===== config.mk =====
export PLATFORM = sky130hd
export DESIGN_NAME = rotary_shortest_path_stepper_unit
export DESIGN_NICKNAME = d
export VERILOG_FILES = /design/src/sv/rsps_pkg.sv /design/src/sv/rsps_mod.sv /design/src/sv/rotary_shortest_path_stepper_unit.sv
export SDC_FILE = /design/constraint.sdc
export NUM_CORES = 1
export LEC_CHECK = 0
export ABC_AREA = 1
export BUFFER_PORTS_ARGS = -buffer_cell sky130_fd_sc_hd__buf_2
export CORE_MARGIN = 10
export CORE_UTILIZATION = 25
export DETAILED_ROUTE_END_ITERATION = 10
export SYNTH_ARGS = -nofsm -noshare
export SYNTH_HDL_FRONTEND = slang
export SYNTH_HIERARCHICAL = 1
export SYNTH_SLANG_ARGS = --single-unit

===== constraint.sdc =====
create_clock -name clk_i -period 7.01 [get_ports clk_i]
set_clock_uncertainty 0.2 [all_clocks]
set_input_delay 0.3505 -clock clk_i [delete_from_list [all_inputs] [get_ports clk_i]]
set_output_delay 0.3505 -clock clk_i [all_outputs]
set_load 0.02 [all_outputs]

===== src/sv/rsps_pkg.sv =====
// Shared types and constants for the rotary shortest-path stepper.
`default_nettype none

package rsps_pkg;

  localparam int unsigned RevW = 16;   // revolution, stop and position field width
  localparam int unsigned RunW = 10;   // step count of one run
  localparam int unsigned HpW  = 16;   // pulse half period and tick timer

  localparam logic [RevW-1:0] RevReset     = 16'd3200;
  localparam logic [RevW-1:0] RevMin       = 16'd2;
  localparam logic [HpW-1:0]  HalfPerReset = 16'd500;
  localparam logic [RunW-1:0] RunCapReset  = 10'd1000;

  localparam int unsigned CfgIdxW = 3;

  typedef enum logic [CfgIdxW-1:0] {
    CFG_STEPS_PER_REV  = 3'd0,
    CFG_STOP_ZERO_POS  = 3'd1,
    CFG_STOP_ONE_POS   = 3'd2,
    CFG_STOP_TWO_POS   = 3'd3,
    CFG_STOP_THREE_POS = 3'd4,
    CFG_HALF_PERIOD    = 3'd5,
    CFG_MAX_RUN_STEPS  = 3'd6
  } cfg_idx_e;

  typedef enum logic {
    MODE_TICK = 1'b0,
    MODE_MOVE = 1'b1
  } mode_e;

  typedef struct packed {
    mode_e      mode;
    logic [1:0] stop_select;
  } in_item_t;

  typedef struct packed {
    logic            step_level;
    logic            dir_level;
    logic            busy_res;
    logic            at_target;
    logic [RevW-1:0] position;
  } out_item_t;

  // serial remainder unit handshake
  typedef struct packed {
    logic            start;
    logic [RevW-1:0] dividend;
  } mod_req_t;

  typedef struct packed {
    logic            done;
    logic [RevW-1:0] rem;
  } mod_rsp_t;

endpackage

`default_nettype wire


===== src/sv/rsps_mod.sv =====
// Bit-serial remainder unit: dividend modulo divisor, one bit per cycle.
`default_nettype none

module rsps_mod import rsps_pkg::*; (
  input  logic            clk_i,
  input  logic            rst_ni,
  input  mod_req_t        req_i,
  input  logic [RevW-1:0] divisor_i,
  output mod_rsp_t        rsp_o
);

  localparam int unsigned CntW = $clog2(RevW);
  localparam logic [CntW-1:0] LastCnt = CntW'(RevW - 1);

  logic            active_q;
  logic            done_q;
  logic [CntW-1:0] cnt_q;
  logic [RevW-1:0] shreg_q;
  logic [RevW-1:0] rem_q;

  logic [RevW:0]   trial;
  logic [RevW:0]   div_ext;
  logic [RevW-1:0] rem_d;

  // restoring step: shift in the next dividend bit, subtract when it fits
  assign trial   = {rem_q, shreg_q[RevW-1]};
  assign div_ext = {1'b0, divisor_i};
  assign rem_d   = (trial >= div_ext) ? RevW'(trial - div_ext) : trial[RevW-1:0];

  always_ff @(posedge clk_i or negedge rst_ni) begin
    if (!rst_ni) begin
      active_q <= 1'b0;
      done_q   <= 1'b0;
      cnt_q    <= '0;
      shreg_q  <= '0;
      rem_q    <= '0;
    end else if (req_i.start) begin
      active_q <= 1'b1;
      done_q   <= 1'b0;
      cnt_q    <= '0;
      shreg_q  <= req_i.dividend;
      rem_q    <= '0;
    end else if (active_q) begin
      rem_q   <= rem_d;
      shreg_q <= shreg_q << 1;
      cnt_q   <= cnt_q + 1'b1;
      if (cnt_q == LastCnt) begin
        active_q <= 1'b0;
        done_q   <= 1'b1;
      end
    end else begin
      done_q <= 1'b0;
    end
  end

  assign rsp_o.done = done_q;
  assign rsp_o.rem  = rem_q;

endmodule

`default_nettype wire


===== src/sv/rotary_shortest_path_stepper_unit.sv =====
// Top level of the rotary shortest-path stepper positioner.
//
// Input channel (in_valid_i/in_ready_o/in_item_i): each beat is either a
// tick (one unit of time) or a move request naming one of four stops.
// Output channel (out_valid_o/out_ready_i/out_item_o): exactly one result
// beat per input beat, in order: step and direction levels, busy, at-target
// and the drum position.
// The state update and the result are formed in the cycle of acceptance;
// the result is registered in the output register, or in the skid register
// under stall. Throughput is one beat per cycle outside a renormalize pass;
// a two-entry output stage (output register plus skid register) keeps
// in_ready_o free of out_ready_i, so one more beat is taken while a result
// waits, then input stalls until drained. Stop and drum positions are kept
// reduced modulo the revolution. A write to steps_per_rev or to a stop
// position starts a renormalize pass through a bit-serial remainder unit,
// five operands in turn, with in_ready_o low throughout. A new such write
// during the pass restarts it. Reset (rst_ni low, asynchronous) loads the
// register defaults, parks the drum at zero with no run pending and empties
// the output stage; no pass is needed after reset.
`default_nettype none

module rotary_shortest_path_stepper_unit import rsps_pkg::*; #(
  parameter int unsigned POSITION_BITS = 16
) (
  input  logic               clk_i,
  input  logic               rst_ni,
  // config write port
  input  logic               cfg_we_i,
  input  logic [CfgIdxW-1:0] cfg_idx_i,
  input  logic [RevW-1:0]    cfg_data_i,
  // item input
  input  logic               in_valid_i,
  output logic               in_ready_o,
  input  in_item_t           in_item_i,
  // result output
  output logic               out_valid_o,
  input  logic               out_ready_i,
  output out_item_t          out_item_o
);

  localparam int unsigned PosW    = POSITION_BITS;
  localparam int unsigned NormOps = 5;   // drum position plus four stops
  localparam int unsigned OpW     = $clog2(NormOps);
  localparam logic [OpW-1:0] LastOp = OpW'(NormOps - 1);

  // ---------------------------------------------------------------------
  // configuration (stored already clamped where the behavior clamps)
  // ---------------------------------------------------------------------
  logic [RevW-1:0] rev_eff_q;
  logic [RevW-1:0] stop_raw_q [4];
  logic [HpW-1:0]  hp_eff_q;
  logic [RunW-1:0] max_run_q;
  logic            renorm_req;

  always_ff @(posedge clk_i or negedge rst_ni) begin
    if (!rst_ni) begin
      rev_eff_q  <= RevReset;
      stop_raw_q <= '{default: '0};
      hp_eff_q   <= HalfPerReset;
      max_run_q  <= RunCapReset;
    end else if (cfg_we_i) begin
      case (cfg_idx_e'(cfg_idx_i))
        CFG_STEPS_PER_REV:  rev_eff_q <= (cfg_data_i < RevMin) ? RevMin : cfg_data_i;
        CFG_STOP_ZERO_POS:  stop_raw_q[0] <= cfg_data_i;
        CFG_STOP_ONE_POS:   stop_raw_q[1] <= cfg_data_i;
        CFG_STOP_TWO_POS:   stop_raw_q[2] <= cfg_data_i;
        CFG_STOP_THREE_POS: stop_raw_q[3] <= cfg_data_i;
        CFG_HALF_PERIOD:    hp_eff_q <= (cfg_data_i == '0) ? HpW'(1) : cfg_data_i;
        CFG_MAX_RUN_STEPS:  max_run_q <= cfg_data_i[RunW-1:0];
        default: ;
      endcase
    end
  end

  // any write that moves the revolution or a stop forces a renormalize pass
  always_comb begin
    renorm_req = 1'b0;
    if (cfg_we_i) begin
      case (cfg_idx_e'(cfg_idx_i))
        CFG_STEPS_PER_REV, CFG_STOP_ZERO_POS, CFG_STOP_ONE_POS,
        CFG_STOP_TWO_POS, CFG_STOP_THREE_POS: renorm_req = 1'b1;
        default: renorm_req = 1'b0;
      endcase
    end
  end

  // ---------------------------------------------------------------------
  // machine state
  // ---------------------------------------------------------------------
  logic [PosW-1:0] pos_raw_q;       // drum position as reported
  logic [RevW-1:0] pos_norm_q;      // same, reduced modulo the revolution
  logic [RevW-1:0] stop_norm_q [4]; // stops reduced modulo the revolution
  logic [RunW-1:0] steps_left_q;
  logic [HpW-1:0]  timer_q;
  logic            phase_q;
  logic            dir_q;
  logic [1:0]      chosen_q;

  // ---------------------------------------------------------------------
  // renormalize sequencer
  // ---------------------------------------------------------------------
  logic           norm_busy_q;
  logic           launch_q;
  logic [OpW-1:0] op_idx_q;
  mod_req_t       mod_req;
  mod_rsp_t       mod_rsp;
  logic           nrm_store;

  assign nrm_store = norm_busy_q && !launch_q && mod_rsp.done && !renorm_req;

  always_comb begin
    mod_req.start    = launch_q && !renorm_req;
    mod_req.dividend = (op_idx_q == '0) ? RevW'(pos_raw_q)
                                        : stop_raw_q[2'(op_idx_q - 1'b1)];
  end

  always_ff @(posedge clk_i or negedge rst_ni) begin
    if (!rst_ni) begin
      norm_busy_q <= 1'b0;
      launch_q    <= 1'b0;
      op_idx_q    <= '0;
    end else if (renorm_req) begin
      norm_busy_q <= 1'b1;
      launch_q    <= 1'b1;
      op_idx_q    <= '0;
    end else if (launch_q) begin
      launch_q <= 1'b0;
    end else if (nrm_store) begin
      if (op_idx_q == LastOp) begin
        norm_busy_q <= 1'b0;
      end else begin
        op_idx_q <= op_idx_q + 1'b1;
        launch_q <= 1'b1;
      end
    end
  end

  rsps_mod u_mod (
    .clk_i     (clk_i),
    .rst_ni    (rst_ni),
    .req_i     (mod_req),
    .divisor_i (rev_eff_q),
    .rsp_o     (mod_rsp)
  );

  // ---------------------------------------------------------------------
  // handshake and output stage
  // ---------------------------------------------------------------------
  logic      out_vld_q, skid_vld_q;
  out_item_t out_q, skid_q;
  logic      push, pop;
  out_item_t res;

  assign in_ready_o = !skid_vld_q && !norm_busy_q;
  assign push       = in_valid_i && in_ready_o;
  assign pop        = out_vld_q && out_ready_i;

  // ---------------------------------------------------------------------
  // item datapath
  // ---------------------------------------------------------------------
  logic [RevW-1:0] half_rev;
  logic [RevW-1:0] sel_stop;
  logic            fwd, far;
  logic [RevW-1:0] diff, span;
  logic [RunW-1:0] capped;
  logic [HpW-1:0]  timer_inc;
  logic [RevW:0]   pos_inc;
  logic [RevW-1:0] pos_up, pos_dn, pos_step;
  logic [RunW-1:0] steps_dec;
  logic [3:0]      hit;

  logic [PosW-1:0] nx_pos_raw;
  logic [RevW-1:0] nx_pos_norm;
  logic [RunW-1:0] nx_steps;
  logic [HpW-1:0]  nx_timer;
  logic            nx_phase, nx_dir;
  logic [1:0]      nx_chosen;

  // shortest way: compare, take the magnitude, go around if past half a turn
  assign half_rev = rev_eff_q >> 1;
  assign sel_stop = stop_norm_q[in_item_i.stop_select];
  assign fwd      = sel_stop >= pos_norm_q;
  assign diff     = fwd ? (sel_stop - pos_norm_q) : (pos_norm_q - sel_stop);
  assign far      = diff > half_rev;
  assign span     = far ? (rev_eff_q - diff) : diff;
  assign capped   = (span > RevW'(max_run_q)) ? max_run_q : span[RunW-1:0];

  // one step up or down, wrapping at the revolution
  assign timer_inc = timer_q + 1'b1;
  assign pos_inc   = {1'b0, pos_norm_q} + 1'b1;
  assign pos_up    = (pos_inc >= {1'b0, rev_eff_q}) ? '0 : pos_inc[RevW-1:0];
  assign pos_dn    = (pos_norm_q == '0) ? (rev_eff_q - 1'b1) : (pos_norm_q - 1'b1);
  assign pos_step  = dir_q ? pos_up : pos_dn;
  assign steps_dec = steps_left_q - 1'b1;

  always_comb begin
    nx_pos_raw  = pos_raw_q;
    nx_pos_norm = pos_norm_q;
    nx_steps    = steps_left_q;
    nx_timer    = timer_q;
    nx_phase    = phase_q;
    nx_dir      = dir_q;
    nx_chosen   = chosen_q;
    if (in_item_i.mode == MODE_MOVE) begin
      // request during a run is dropped
      if (steps_left_q == '0) begin
        nx_chosen = in_item_i.stop_select;
        if (diff != '0) begin
          nx_dir   = fwd ^ far;
          nx_steps = capped;
          nx_timer = '0;
          nx_phase = (capped != '0);
        end
      end
    end else if (steps_left_q != '0) begin
      if (timer_inc < hp_eff_q) begin
        nx_timer = timer_inc;
      end else begin
        nx_timer = '0;
        if (phase_q) begin
          nx_phase = 1'b0;
        end else begin
          // end of low half: move one step
          nx_pos_raw  = PosW'(pos_step);
          nx_pos_norm = RevW'(PosW'(pos_step));
          nx_steps    = steps_dec;
          nx_phase    = (steps_dec != '0);
        end
      end
    end
  end

  // per-stop match lanes, then pick the chosen one
  always_comb begin
    for (int k = 0; k < 4; k++) begin
      hit[k] = (nx_pos_norm == stop_norm_q[k]);
    end
  end

  always_comb begin
    res.step_level = nx_phase;
    res.dir_level  = nx_dir;
    res.busy_res   = (nx_steps != '0);
    res.at_target  = hit[nx_chosen];
    res.position   = RevW'(nx_pos_raw);
  end

  // ---------------------------------------------------------------------
  // state registers
  // ---------------------------------------------------------------------
  always_ff @(posedge clk_i or negedge rst_ni) begin
    if (!rst_ni) begin
      pos_raw_q    <= '0;
      pos_norm_q   <= '0;
      steps_left_q <= '0;
      timer_q      <= '0;
      phase_q      <= 1'b0;
      dir_q        <= 1'b0;
      chosen_q     <= '0;
    end else if (push) begin
      pos_raw_q    <= nx_pos_raw;
      pos_norm_q   <= nx_pos_norm;
      steps_left_q <= nx_steps;
      timer_q      <= nx_timer;
      phase_q      <= nx_phase;
      dir_q        <= nx_dir;
      chosen_q     <= nx_chosen;
    end else if (nrm_store && op_idx_q == '0) begin
      pos_norm_q <= mod_rsp.rem;
    end
  end

  always_ff @(posedge clk_i or negedge rst_ni) begin
    if (!rst_ni) begin
      stop_norm_q <= '{default: '0};
    end else if (nrm_store && op_idx_q != '0) begin
      stop_norm_q[2'(op_idx_q - 1'b1)] <= mod_rsp.rem;
    end
  end

  // ---------------------------------------------------------------------
  // output register plus skid
  // ---------------------------------------------------------------------
  always_ff @(posedge clk_i or negedge rst_ni) begin
    if (!rst_ni) begin
      out_vld_q  <= 1'b0;
      skid_vld_q <= 1'b0;
    end else if (skid_vld_q) begin
      if (pop) begin
        skid_vld_q <= 1'b0;
      end
    end else if (push) begin
      if (out_vld_q && !out_ready_i) begin
        skid_vld_q <= 1'b1;
      end else begin
        out_vld_q <= 1'b1;
      end
    end else if (pop) begin
      out_vld_q <= 1'b0;
    end
  end

  always_ff @(posedge clk_i) begin
    if (skid_vld_q) begin
      if (pop) begin
        out_q <= skid_q;
      end
    end else if (push) begin
      if (out_vld_q && !out_ready_i) begin
        skid_q <= res;
      end else begin
        out_q <= res;
      end
    end
  end

  assign out_valid_o = out_vld_q;
  assign out_item_o  = out_q;

  // ---------------------------------------------------------------------
  // assertions
  // ---------------------------------------------------------------------
  a_skid_behind_out: assert property (@(posedge clk_i) disable iff (!rst_ni)
    skid_vld_q |-> out_vld_q)
    else $error("skid holds a beat while the output register is empty");

  a_stall_to_skid: assert property (@(posedge clk_i) disable iff (!rst_ni)
    push && out_vld_q && !out_ready_i |=> skid_vld_q)
    else $error("beat accepted under stall did not land in the skid register");

  a_phase_needs_run: assert property (@(posedge clk_i) disable iff (!rst_ni)
    phase_q |-> steps_left_q != '0)
    else $error("step output high with no steps left");

  a_pos_reduced: assert property (@(posedge clk_i) disable iff (!rst_ni)
    !norm_busy_q |-> pos_norm_q < rev_eff_q)
    else $error("reduced drum position not below the revolution");

  a_no_accept_in_pass: assert property (@(posedge clk_i) disable iff (!rst_ni)
    $rose(norm_busy_q) |-> !push)
    else $error("beat accepted while a renormalize pass runs");

endmodule

`default_nettype wire

Yosys cells after proc, flatten, opt, wreduce, memory -nomap -nowiden
Cells that the tools add are included.
{ "op_classes": {"order_cmp": 11, "mux": 90, "bitwise_logic": 4, "n_eq_ne": 20, "n_reduce_logical": 48, "add_sub_neg": 12} }
{ "op_table": {"columns": ["operator", "count"], "rows": [
  ["$mux W16", 33],
  ["$mux W20", 4],
  ["$mux W10", 7],
  ["$bmux W16 S2", 2],
  ["$bwmux W64", 1],
  ["$eq A16 B16 Y1", 4],
  ["$sub A16 B16 Y16", 4],
  ["$reduce_bool A10 Y1", 4],
  ["$ge A17 B16 Y1", 2],
  ["$mux W1", 33],
  ["$demux W16 S2", 1],
  ["$logic_not A16 Y1", 2],
  ["$sub A16 B1 Y16 const B", 2],
  ["$add A16 B1 Y17 const B", 1],
  ["$add A16 B1 Y16 const B", 1],
  ["$ge A16 B16 Y1", 1],
  ["$gt A16 B10 Y1", 1],
  ["$gt A16 B15 Y1", 1],
  ["$lt A16 B16 Y1", 1],
  ["$lt A16 B2 Y1 const B", 1],
  ["$reduce_bool A16 Y1", 1],
  ["$reduce_and A3 Y1", 5],
  ["$reduce_and A2 Y1", 7],
  ["$reduce_bool A2 Y1", 7],
  ["other kinds (28)", 59]
]} }
{ "totals": {"in_bits": 27, "wordCells": 223, "output_inout_bits": 22, "register_bits": 317} }

Depth between registers and ports, before layout
{ "depth": {"depth_word": 17, "mapped_depth": 58, "ltp_nobuf": 55} }

Hierarchy
Netlist, hierarchy kept.
{ "by_module_without_submodules": {"columns": ["module", "cells_per_inst", "area_each_um2", "instances", "seq_area_each_um2"], "rows": [
  ["rotary_shortest_path_stepper_unit", 2881, 20118.0, 1, 7200.7],
  ["rsps_mod", 441, 3000.4, 1, 950.9]
]} }

Worst setup path before layout
OpenSTA, ideal clock, no wires.
{ "synth_path": {"path_type": "input port to flip-flop", "startpoint": "input port in_item_i[0] (netlist bit)", "endpoint": "register skid_q[17] (netlist bit), data pin", "cell_stages": 48, "arrival_ps": 5897, "path_buffers": 4, "slack_ps": 654, "required_time_ps": 6551, "setup_ps": 259, "path_cell_list": "clkbuf_1 -> clkbuf_1 -> nor2_1 -> inv_1 -> a32oi_1 -> inv_1 -> ha_1 -> inv_1 -> fa_1 -> nand3_1 -> nand2_1 -> nand2_1 -> nand3_2 -> nand2_2 -> nand2_4 -> inv_4 -> buf_6 -> nand2_1 -> [... 12 more ...] -> nand2_1 -> nand2_2 -> buf_2 -> o21ai_0 -> inv_1 -> ha_1 -> nand2_1 -> nor2_1 -> nand3_1 -> o31ai_1 -> nand3_2 -> nor2_8 -> nand4_1 -> nand3_1 -> nand3_1 -> nor2_1 -> nand2_1 -> or2_1"} }
{ "synth_rtl": {"columns": ["element", "line_no", "source"], "rows": [
  ["start, declared", "rotary_shortest_path_stepper_unit.sv:34", "input in_item_t in_item_i,"],
  ["end signal, assigned", "rotary_shortest_path_stepper_unit.sv:310", "skid_q <= res;"],
  ["end, declared", "rotary_shortest_path_stepper_unit.sv:150", "out_item_t out_q, skid_q;"]
]} }

==> impl_metrics.env <==
export IMPL_synth_top_family_by_area="simple AND/OR/NAND/NOR gates"
export IMPL_period_minus_slack_ns=6.56
export IMPL_antenna_found_initial=1
export IMPL_hold_class="in2reg"
export IMPL_clock_latency_ns=0.57
export IMPL_fmax_ghz=0.152
export IMPL_clk_root_buffer_cell="clkbuf_16"
export IMPL_drt_vias_per_instance=4.80
export IMPL_synth_top_area_share_pct=28.4
export IMPL_ys_seq_elements=317
export IMPL_rsz0062_at_grt="false"
export IMPL_die_h_um=324
export IMPL_synth_adder_area_share_pct=7.38
export IMPL_yosys_area_share_xor_xnor_pct=2.77
export IMPL_synthCells=3322
export IMPL_routed_wl_um=78100
export IMPL_die_x_um=324
export IMPL_synthMuxAreaShare_pct=0
export IMPL_avgSynthCellArea_um2=6.96
export IMPL_vias=22100
export IMPL_relSlewSlack_pct=18.8
export IMPL_layout_cells_non_filler=4599
export IMPL_path_max_fanout=7
export IMPL_syn2layout_area_growth_pct=13.4
export IMPL_drive_gt1_share_pct=10.2
export IMPL_die_area_um2=105000
export IMPL_clk_pin_slew_ns=0.06
export IMPL_overflow=0
export IMPL_final_util_pct=28.6
export IMPL_yosysMostFrequentCell="nand2_1"
export IMPL_ys_async_sr_fraction_pct=87.4
export IMPL_fin_area_um2=26200
export IMPL_synth_edf_count=40
export IMPL_synth_common_cells="1,027 x nand2_1, 448 x inv_1, 336 x o21ai_0, 262 x dfrtp_1, 211 x nand3_1"
export IMPL_slew_viol_final=0
export IMPL_fin_nets=3548
export IMPL_grt_usage_pct=14.6
export IMPL_final_setup_viol_count=0
export IMPL_synth_flop_cell="dfrtp_1"
export IMPL_h_tree_depth=2
export IMPL_ys_seq_area_share_pct=35.3
export IMPL_ant_nets=0
export IMPL_ios=49
export IMPL_place_gp_congestion=0.965
export IMPL_p_leak_nw=12.6
export IMPL_vdd_ir_drop_worst_uv=228
export IMPL_synth_cell_type_count=61
export IMPL_grt_pass1_wl_um=121000
export IMPL_cpMostUsedCell="nand2_1"
export IMPL_worstPathArrival_ns=6.68
export IMPL_place_area_um2=24900
export IMPL_initial_core_util_pct=25.2
export IMPL_antennaDiodeCount=0
export IMPL_port_buffers=48
export IMPL_worst_pin_slew_ns=1.22
export IMPL_cts_tree="done"
export IMPL_drt_pass1_iter_count=6
export IMPL_grt_pass1_vias=20900
export IMPL_hpwl_um=59600
export IMPL_yosys_area_top_type="dfrtp_1"
export IMPL_place_inst=4524
export IMPL_worst_r2r_setup_slack_ns=0.45
export IMPL_period_share_pct=93.6
export IMPL_grt_start_max_net_pins=150
export IMPL_cpMaxStageDelayCell="fa_1"
export IMPL_cts_buffers=37
export IMPL_timing_final_hold_violations=0
export IMPL_wire_per_inst_um=17.0
export IMPL_cts_sinks=317
export IMPL_fin_tns_setup_ns=0
export IMPL_maxCapViolations=0
export IMPL_drc=0
export IMPL_path_class="reg2reg"
export IMPL_worstPathRequired_ns=7.13
export IMPL_synth_compound_area_share_pct=13.2
export IMPL_whs_ns=0.00204
export IMPL_synth_area_um2=23100
export IMPL_drt_initial_drc_count=2394
export IMPL_yosys_area_share_simple_pct=31.4
export IMPL_cp_end_kind="flip-flop"
export IMPL_yosysWarnings=6
export IMPL_power_density_nw_per_um2=417
export IMPL_cts_buffer_depth=3
export IMPL_worst_setup_path_start_kind="flip-flop"
export IMPL_syn_nets=3483
export IMPL_num_rows=111
export IMPL_status="finished, final reports clean"
export IMPL_cp_slowest_stage_delay_ns=0.42
export IMPL_core_um2=91700
export IMPL_synth_area_leaders="dfrtp_1 28%, nand2_1 17%, inv_1 7.3%, o21ai_0 7.3%, ha_1 7.0%"
where the power goes:
| group | leakage [nW] | switching (W) | internal [W] |
|---|---|---|---|
| combinational | 8.37 | 0.00436 | 0.00220 |
| sequential | 3.67 | 0.000333 | 0.00216 |
| clock | 0.570 | 0.000829 | 0.00105 |
per-layer routing:
metal  GRT usage [%]  up-vias  part of all wire, %
met5               0        -                0.017
met4            3.88        2                  2.8
met3            2.59      127                  7.2
met2            23.2      747                   45
met1            20.0    10300                   45
li1                -    10900                    -
state kept, by name (all words and copies together), names as in the netlist, 2 cells and up:
register       cells
steps_left_q      10
u_mod/shreg_q     16
op_idx_q           3
rev_eff_q         16
u_mod/rem_q       16
max_run_q         10
u_mod/cnt_q        4
skid_q            20
stop_raw_q        64
pos_raw_q         16
chosen_q           2
stop_norm_q       64
pos_norm_q        16
timer_q           16
hp_eff_q          16
out_item_o        20
cell families (layout without fill, tap and decap cells):
group / after synthesis / in the layout
fa+ha+maj: 134 / 134
flops: 317 / 317
xor+xnor: 73 / 73
simple gates: 1659 / 1661
compound gates: 559 / 559
buf+inv: 580 / 669
worst paths after layout:
check                                            start                          to  cells after the start
max in group asynchronous                       rst_ni  stop_norm_q[4]$_DFFE_PN0P_                      3
hold / removal                          cfg_data_i[13]    hp_eff_q[13]$_DFFE_PN0P_                      3
setup / recovery           stop_norm_q[48]$_DFFE_PN0P_        skid_q[17]$_DFFE_PP_                     40
min in group asynchronous                       rst_ni  stop_raw_q[30]$_DFFE_PN0P_                      2
hold reg to reg             stop_raw_q[29]$_DFFE_PN0P_  stop_raw_q[29]$_DFFE_PN0P_                      2
setup reg to reg           stop_norm_q[48]$_DFFE_PN0P_        skid_q[17]$_DFFE_PP_                     40
critical path, delay by kind of cell, from the launching register on:
| family | cells | cell delay [ns] |
|---|---|---|
| AOI/OAI and AO/OA | 6 | 1.08 |
| buffers and inverters | 9 | 1.08 |
| xor gates and xnor gates | 1 | 0.16 |
| DFF | 1 | 0.38 |
| and+or+nand+nor | 20 | 2.15 |
| adders and majority gates | 4 | 1.26 |
layout by cell type, fill, tap and decap left out, types with 7 or more instances in the layout:
| cell | count |
|---|---|
| nand3b_1 | 13 |
| dfstp_2 | 15 |
| nor2_1 | 195 |
| clkinv_1 | 8 |
| xor2_1 | 58 |
| buf_4 | 68 |
| nand3_1 | 211 |
| nand3_2 | 13 |
| clkbuf_16 | 37 |
| nor2_2 | 18 |
| a21oi_1 | 111 |
| inv_2 | 24 |
| o22ai_1 | 18 |
| o21bai_1 | 10 |
| nand2_2 | 50 |
| xnor2_1 | 14 |
| nor3_2 | 7 |
| dlygate4sd3_1 | 7 |
| nor3_1 | 23 |
| o221ai_1 | 18 |
| ha_1 | 130 |
| edfxtp_1 | 40 |
| or2_2 | 7 |
| nor2_4 | 8 |
| nand2_4 | 11 |
| o21ai_1 | 20 |
| nand4_1 | 57 |
| nand2_1 | 1026 |
| o211ai_1 | 8 |
| clkinv_2 | 7 |
| a32oi_1 | 15 |
| buf_2 | 47 |
| nor4_1 | 8 |
| inv_1 | 446 |
| dfrtp_1 | 262 |
| o21ai_0 | 333 |
stage by stage:
step	power [W]	setup WS, ns
after floorplan	0.00695	0.654
after global placement	0.00877	0.0750
after detailed placement	0.00876	-0.0956
after CTS	0.0107	0.283
after global routing	0.0118	0.000381
final	0.0109	0.446
cell type report:
class                      instances  area, um2
clock buffer                      46        990
inverter                         478       1800
timing repair buffer             126        891
tap                             1186       1480
clock inverter                    19        161
fill                            9997      65400
sequential                       317       8150
multi-input combinational       2427      12700
repair_timing:
action / CTS / global route
endpoints found under the hold margin: 123 / 0
resized for setup: 0 / 16
hold buffers: 7 / 0
setup endpoints to repair: 0 / 5
setup buffers: 0 / 1
(Power assumes the default switching activity.)
